===== src/rtl/ctts_pkg.sv =====
`default_nettype none

package ctts_pkg;

  localparam int unsigned NUM_SLOTS_DEF   = 32;
  localparam logic [63:0] TICK_PERIOD_RST = 64'd1000000;

  // command codes
  localparam logic [2:0] CMD_TICK         = 3'd0;
  localparam logic [2:0] CMD_REGISTER     = 3'd1;
  localparam logic [2:0] CMD_UNREGISTER   = 3'd2;
  localparam logic [2:0] CMD_SET_PERIODIC = 3'd3;
  localparam logic [2:0] CMD_SET_ONESHOT  = 3'd4;
  localparam logic [2:0] CMD_ENABLE       = 3'd5;
  localparam logic [2:0] CMD_DISABLE      = 3'd6;

  localparam logic STATUS_OK     = 1'b0;
  localparam logic STATUS_REJECT = 1'b1;

  typedef struct packed {
    logic [2:0]  command;
    logic [63:0] now;
    logic [63:0] amount;
    logic [4:0]  slot_select;
  } in_item_t;

  typedef struct packed {
    logic        status;
    logic [4:0]  slot_taken;
    logic [31:0] fired_mask;
    logic        tick_taken;
    logic [5:0]  used_slots;
    logic [31:0] ticks_so_far;
  } out_item_t;

  typedef enum logic [2:0] {
    S_IDLE,
    S_EXEC,
    S_WALK,
    S_SCAN,
    S_FIN
  } state_e;

  // controller -> datapath
  typedef struct packed {
    logic load_item;
    logic exec;
    logic walk;
    logic scan;
    logic load_out;
  } ctrl_t;

  // datapath -> controller
  typedef struct packed {
    logic walk_start;
    logic scan_start;
    logic walk_done;
    logic scan_end;
    logic found;
    logic out_free;
  } stat_t;

endpackage

`default_nettype wire


===== src/rtl/ctts_ctrl.sv =====
`default_nettype none

module ctts_ctrl (
  input  wire logic            clk_i,
  input  wire logic            rst_ni,
  input  wire logic            in_valid_i,
  output logic                 in_ready_o,
  input  wire ctts_pkg::stat_t stat_i,
  output ctts_pkg::ctrl_t      ctrl_o
);

  import ctts_pkg::*;

  state_e state_q, state_d;

  always_ff @(posedge clk_i or negedge rst_ni) begin
    if (!rst_ni) begin
      state_q <= S_IDLE;
    end else begin
      state_q <= state_d;
    end
  end

  always_comb begin
    state_d = state_q;
    case (state_q)
      S_IDLE: begin
        if (in_valid_i) state_d = S_EXEC;
      end
      S_EXEC: begin
        if (stat_i.walk_start) begin
          state_d = S_WALK;
        end else if (stat_i.scan_start) begin
          state_d = S_SCAN;
        end else begin
          state_d = S_FIN;
        end
      end
      S_WALK: begin
        if (stat_i.walk_done) state_d = S_FIN;
      end
      S_SCAN: begin
        if (stat_i.found || stat_i.scan_end) state_d = S_FIN;
      end
      S_FIN: begin
        if (stat_i.out_free) state_d = S_IDLE;
      end
      default: state_d = S_IDLE;
    endcase
  end

  always_comb begin
    ctrl_o     = '0;
    in_ready_o = 1'b0;
    case (state_q)
      S_IDLE: begin
        in_ready_o       = 1'b1;
        ctrl_o.load_item = in_valid_i;
      end
      S_EXEC: ctrl_o.exec = 1'b1;
      S_WALK: ctrl_o.walk = 1'b1;
      S_SCAN: ctrl_o.scan = 1'b1;
      S_FIN:  ctrl_o.load_out = stat_i.out_free;
      default: ctrl_o = '0;
    endcase
  end

endmodule

`default_nettype wire


===== config.mk =====
export PLATFORM = sky130hd
export DESIGN_NAME = ctts_ctrl
export DESIGN_NICKNAME = d
export VERILOG_FILES = /design/src/rtl/ctts_pkg.sv /design/src/rtl/ctts_ctrl.sv
export SDC_FILE = /design/constraint.sdc
export NUM_CORES = 1
export LEC_CHECK = 0
export BUFFER_PORTS_ARGS = -buffer_cell sky130_fd_sc_hd__buf_2
export CAP_MARGIN = 20
export CORE_AREA = 2 2 39 41
export CTS_BUF_LIST = sky130_fd_sc_hd__clkbuf_8 sky130_fd_sc_hd__clkbuf_16
export CTS_CLUSTER_DIAMETER = 40
export CTS_CLUSTER_SIZE = 25
export DETAILED_ROUTE_END_ITERATION = 10
export DIE_AREA = 0 0 41 43
export GPL_TIMING_DRIVEN = 1
export PLACE_DENSITY_LB_ADDON = 0.08
export SYNTH_ARGS = -nofsm -noshare
export SYNTH_HDL_FRONTEND = slang
export SYNTH_SLANG_ARGS = --single-unit

===== constraint.sdc =====
create_clock -name clk_i -period 1.1 [get_ports clk_i]
set_input_delay 0.165 -clock clk_i [delete_from_list [all_inputs] [get_ports clk_i]]
set_output_delay 0.165 -clock clk_i [all_outputs]
set_load 0.005 [all_outputs]

==> results.tsv, run 1 <==
stage	metric	value	unit
floorplan	Rows	14	
worst_setup_path	CP arrival	1.07	ns
cells_and_area	Reg with most FFs	state_q	
cells_and_area	commonest non-fill, non-tap cells in the layout	buf_2 (14), buf_4 (7), nor2_1 (4), clkbuf_8 (3), dfrtp_2 (3)	
cells_and_area	Area growth, synth to finish	104	%
timing	fin crit share	1.12	
worst_setup_path	Startpoint Class	flop	
routing	Detailed Routing Iterations Pass 1	1	
floorplan	die area	1760	sq um
yosys	Synth Instances	27	
cells_and_area	Finished Layout Cells	68	
routing	Top Metal Used	met3	
yosys	synthesized area per cell	8.39	sq um
routing	Post-route DRC	0	
power	Gate power share	0.548	
routing	Routed WL per cell	11.5	um
routing	routed wire length	785	um
place	Placer Congestion	0.723	
clock_tree	CTS max path bufs	2	
timing	final hold viol count	0	
floorplan	core area	1380	sq um
yosys	Warnings, synthesis	0	
worst_setup_path	worst flop-to-flop path endpoint	state_q[0]$_DFFE_PN0P_	
routing	drt first-iter violations	0	
routing	Post-DRT Antenna Nets	0	
timing	setup ws final	-0.132	ns
cells_and_area	max FFs per register	3	
worst_setup_path	flop2flop setup slack	-0.05	ns
place	HPWL Detailed	572	um
floorplan	Die H	43	um
yosys	net count after synthesis	36	
cells_and_area	fin util	0.334	
power	sw frac	0.363	
yosys	Distinct cells, synth	17	
clock_tree	clk sinks	3	
worst_setup_path	crit end category	output pin	
power	pwr dens	2800	nW/um^2
power	internal power	824	uW
clock_tree	worst skew pair latency	0.21	ns
worst_setup_path	beginning of the critical path	state_q[2]$_DFFE_PN0P_	
grt	total gr overflow	0	
power	sequential group share of total power	0.217	
power	Psw	469	uW
grt	largest net degree at the start of global routing	8	
grt	total track usage	0.111	
cells_and_area	layout cell share with drive strength beyond 1	0.712	
timing	final clock skew	0.00170	ns
floorplan	I/O pin total	15	
routing	WL met1	279	um
worst_setup_path	Req. time, crit path	0.94	ns
grt	initial antenna violation count	0	
min_path	worst hold path class	primary input to asynchronous set/reset pin	
timing	endpoints failing setup	8	
routing	vias per inst	4.35	
yosys	mapped cell area	226	sq um
timing	slew margin rel.	0.809	
yosys	sequential area share after synthesis	0.331	
power	Worst VDD drop	613	uV
clock_tree	CTS tree	done	
worst_setup_path	WS Path Type	flop to output pin	
timing	worst slew pin tran	0.285	ns
yosys	Yosys reg bits	3	
status	status	complete, but fails checks	
grt	vias in the first global route	325	
clock_tree	TritonCTS Buffers	3	
clock_tree	CTS root buf	clkbuf_8	
place	number of port buffers	14	
place	pre-CTS WS	-0.148	ns
timing	Fmax achieved	812	MHz
routing	vias	296	
place	placed cells	58	
flow_run	Max-cap violations	0	
worst_setup_path	Register-to-Register Path Depth	4	
clock_tree	H-Tree Depth	1	
timing	Slew Limit Fails	0	
grt	first-pass GRT wire length	1.30	mm
power	Clk network pwr share	0.235	
cells_and_area	most common cell after layout, fill and taps aside	buf_2	
power	PnR Total Power	1.29	mW
timing	RSZ-0062 raised after global routing	true	
worst_setup_path	worst reg2reg startpoint	state_q[0]$_DFFE_PN0P_	
worst_setup_path	CP max FO	4	
routing	met2 WL	473	um
clock_tree	Reg clk slew, reported paths	0.03	ns
cells_and_area	# diodes	0	
cells_and_area	# nets final	62	
cells_and_area	Top Registers	state_q x3	
power	P_leak	0.224	nW
status	failing checks	negative setup slack	
floorplan	Initial Utilization	0.164	
floorplan	Die X	41	um
timing	min cycle time layout	1.23	ns
routing	DR WL met3	32	um
[area by class of cell]
cell class / instances / area, sq um
multi-input combinational: 20 / 166
tap: 16 / 20.0
fill: 152 / 922
clock inverter: 1 / 3.75
clock buffer: 3 / 41.3
inverter: 2 / 7.51
timing repair buffer: 23 / 144
sequential: 3 / 78.8
[power groups by stage]
stage          Sequential [mW]  Clock [mW]  Combinational [mW]
2_1_floorplan            0.199           0               0.329
3_3_place_gp             0.271           0               0.467
3_5_place_dp             0.272           0               0.470
4_1_cts                  0.277       0.313               0.659
5_1_grt                  0.297       0.324               0.776
6_report                 0.281       0.304               0.708
[synth_stat cells]
master    n  share of area
a311oi_1  1          0.039
buf_2     1          0.022
nand2_1   1          0.017
dfrtp_1   3           0.33
inv_1     2          0.033
nand3b_1  1          0.033
nand2b_1  1          0.028
nor3b_4   1          0.083
nor3_1    3          0.066
o32ai_1   1          0.039
nor4b_1   1          0.039
a21oi_1   2          0.044
o21ai_0   1          0.022
buf_6     1          0.050
nor2_1    5          0.083
o211ai_1  1          0.033
and4_1    1          0.039
[through the flow]
step	hold WS [ns]	instance area, sq um	setup TNS [ns]
after floorplan	-0.131	226	0
after CTS	0.280	439	-0.730
after global placement	-0.0404	323	-0.183
after global routing	0.293	462	-1.19
after detailed placement	-0.0398	323	-0.180
final	0.275	462	-0.654
[metal layers]
| metal | vias to the layer above | global-route usage |
|---|---|---|
| li1 | 147 | - |
| met3 | 0 | 0.0314 |
| met4 | 0 | 0.0400 |
| met1 | 144 | 0.126 |
| met5 | - | 0 |
| met2 | 5 | 0.184 |
[critical path, cell delays in order, from the launching register on]
cell and delay [ns]:
dfrtp_2 0.42, buf_6 0.14, nor3_2 0.16, buf_2 0.13
[kinds of logic after synthesis]
group | count (synthesis) | share of synthesized area
AND/OR/NAND/NOR | 14 | 0.387
AO/OA/AOI/OAI | 6 | 0.177
flip-flops | 3 | 0.331
buffers and inverters | 4 | 0.105
[what timing repair did]
item	4_1_cts	5_1_grt
buffers inserted	5	0
resized for setup	9	4
hold buffers	1	0
hold endpoints to repair	3	0
pin swaps	0	1
setup endpoints to repair	7	8
gates cloned	0	0
[how the worst max path moves through the flow]
| stage | end | cells past startpoint |
|---|---|---|
| detailed placement | state_q[0]$_DFFE_PN0P_ | 3 |
| global placement | state_q[0]$_DFFE_PN0P_ | 3 |
| CTS | ctrl_o[4] | 3 |
| finish | ctrl_o[3] | 3 |
| floorplan | state_q[2]$_DFFE_PN0P_ | 4 |
| global route | ctrl_o[4] | 4 |
Power figures use the tool's default switching activity.
==> run 2, diff against run 1 <==
- PLACE_DENSITY: default -> 0.4
- PLACE_DENSITY_LB_ADDON: 0.08 -> default
==> run 2 against run 1 <==
The flow still finishes with violations (negative setup slack); wire length shrank 5.4%; flip-flop and latch count unchanged; non-clock buffer count grew 2; sequential power about the same; critical path type unchanged; final area grew 6.8%; via count increased by 2.0%; utilization is 2.3 points higher; setup slack improved by 0.017 ns; highest routed layer unchanged.
==> results.tsv, run 2 (synthesis results as in run 1) <==
stage	metric	value	unit	change
status	status	complete, but fails checks		
status	failing checks	negative setup slack		
floorplan	I/O pin total	15		unchanged
routing	vias	302		+2.0%
timing	Slew Limit Fails	0		unchanged
routing	vias per inst	4.31		-0.89%
place	dpl cell area	330	sq um	+2.3%
power	Worst VDD drop	684	uV	+12%
power	sequential group share of total power	0.195		-0.022
place	HPWL Detailed	505	um	-12%
worst_setup_path	Req. time, crit path	0.94	ns	about the same
timing	fin crit share	1.10		-0.0153
grt	initial antenna violation count	0		unchanged
floorplan	Rows	14		unchanged
clock_tree	H-Tree Depth	1		unchanged
timing	setup ws final	-0.115	ns	+0.0169 ns
clock_tree	CTS root buf	clkbuf_8		
worst_setup_path	Startpoint Class	flop		
power	internal power	916	uW	+11%
grt	total gr overflow	0		unchanged
grt	total track usage	0.105		-0.00582
floorplan	Die H	43	um	unchanged
floorplan	Initial Utilization	0.164		unchanged
routing	Detailed Routing Iterations Pass 1	2		+1
timing	worst slew pin tran	0.249	ns	-0.0355 ns
cells_and_area	Top Registers	state_q x3		
clock_tree	CTS tree	done		
grt	vias in the first global route	307		-5.5%
routing	drt first-iter violations	5		+5
grt	first-pass GRT wire length	1.15	mm	-12%
timing	min cycle time layout	1.21	ns	-0.0169 ns
cells_and_area	commonest non-fill, non-tap cells in the layout	buf_2 (14), buf_4 (8), nor2_1 (5), clkbuf_8 (3)		
cells_and_area	fin area	493	sq um	+6.8%
place	number of port buffers	14		unchanged
power	Gate power share	0.590		+0.042
cells_and_area	most common cell after layout, fill and taps aside	buf_2		
cells_and_area	Area growth, synth to finish	118	%	
worst_setup_path	CP Buf/Inv Count	2		unchanged
floorplan	core area	1380	sq um	unchanged
power	PnR Total Power	1.43	mW	+11%
routing	Post-DRT Antenna Nets	0		unchanged
clock_tree	Reg clk slew, reported paths	0.03	ns	about the same
timing	slew margin rel.	0.833		+0.0238
grt	largest net degree at the start of global routing	7		-1
cells_and_area	fin util	0.356		+0.0226
cells_and_area	Reg with most FFs	state_q		
clock_tree	TritonCTS Buffers	3		unchanged
timing	RSZ-0062 raised after global routing	true		
worst_setup_path	CP arrival	1.05	ns	-0.02 ns
min_path	worst hold path class	primary input to asynchronous set/reset pin		
cells_and_area	layout cell share with drive strength beyond 1	0.704		-0.00783
floorplan	die area	1760	sq um	unchanged
worst_setup_path	WS Path Type	flop to output pin		
clock_tree	CTS max path bufs	2		unchanged
cells_and_area	max FFs per register	3		unchanged
routing	Post-route DRC	0		unchanged
cells_and_area	# nets final	64		+3.2%
worst_setup_path	crit end category	output pin		
timing	Fmax achieved	823	MHz	+1.4%
floorplan	Die X	41	um	unchanged
place	Placer Congestion	0.663		-8.3%
timing	final clock skew	0.00259	ns	+0.000887 ns
power	pwr dens	2900	nW/um^2	+3.7%
worst_setup_path	CP max FO	4		unchanged
routing	Routed WL per cell	10.6	um	-8.1%
worst_setup_path	Top Family by Delay on Critical Path	flip-flops		
worst_setup_path	slowest stage delay, CP	0.40	ns	-0.02 ns
timing	endpoints failing setup	7		-1
clock_tree	worst skew pair latency	0.21	ns	about the same
power	P_leak	0.238	nW	+6.3%
cells_and_area	# diodes	0		unchanged
clock_tree	clk sinks	3		unchanged
power	Clk network pwr share	0.215		-0.020
worst_setup_path	slowest CP cell	dfrtp_1		
routing	routed wire length	743	um	-5.4%
flow_run	Max-cap violations	0		unchanged
timing	final hold viol count	0		unchanged
power	sw frac	0.361		-0.00212
power	Psw	517	uW	+10%
worst_setup_path	ordered list of cells on the worst path	buf_6 > nor3_2 > buf_2		
run 2: through the flow:
stage          setup TNS, ns  hold slack, ns  setup WS, ns  instances
6_report              -0.497           0.269        -0.115         70
3_5_place_dp         -0.0451         -0.0366       -0.0451         59
2_1_floorplan              0          -0.131        0.0756         27
4_1_cts               -0.468           0.269       -0.0866         70
3_3_place_gp         -0.0594         -0.0371       -0.0594         59
5_1_grt               -0.996           0.276        -0.163         70
run 2: repair_timing:
item,in CTS,in global routing
gates resized for setup,10,6
setup endpoints to repair,7,9
hold buffers,1,0
buffers inserted,6,1
pin swaps,2,5
cloned,0,0
hold endpoints to repair,3,0
run 2: final timing paths:
kind	cells after the start	start	end	slack (ns)
setup / recovery	3	state_q[2]$_DFFE_PN0P_	ctrl_o[4]	-0.11
hold / removal	2	rst_ni	state_q[2]$_DFFE_PN0P_	0.27
setup reg to reg	4	state_q[0]$_DFFE_PN0P_	state_q[0]$_DFFE_PN0P_	-0.04
hold reg to reg	2	state_q[2]$_DFFE_PN0P_	state_q[0]$_DFFE_PN0P_	0.65
max in group asynchronous	2	rst_ni	state_q[1]$_DFFE_PN0P_	0.71
min in group clk_i	3	in_valid_i	state_q[0]$_DFFE_PN0P_	0.27
run 2: worst reg2reg max path: stages (launching register included):
cell      delay, ns
dfrtp_2        0.38
buf_4          0.14
nor3b_4        0.21
nor2_1         0.06
a311oi_1       0.23
run 2: routing by layer:
| metal | track usage | wire length (um) | up-vias |
|---|---|---|---|
| met1 | 0.0877 | 282 | 142 |
| met5 | 0 | 0 | - |
| met2 | 0.175 | 434 | 9 |
| met4 | 0.0800 | 0 | 0 |
| li1 | - | - | 151 |
| met3 | 0.0471 | 26 | 0 |
run 2: power by group through the flow:
stage / clock, mW / combinational, mW / sequential (mW)
after global placement: 0 / 0.489 / 0.268
after CTS: 0.314 / 0.732 / 0.245
after floorplan: 0 / 0.329 / 0.199
after detailed placement: 0 / 0.482 / 0.266
final: 0.309 / 0.844 / 0.279
after global routing: 0.324 / 0.943 / 0.293
run 2: cell type report:
type                            instances  area [sq um]
Fill cell                             153           891
Multi-Input combinational cell         20           180
Timing Repair Buffer                   25           163
Sequential cell                         3          77.6
Clock buffer                            3          41.3
Tap cell                               16          20.0
Inverter                                2          7.51
Clock inverter                          1          3.75
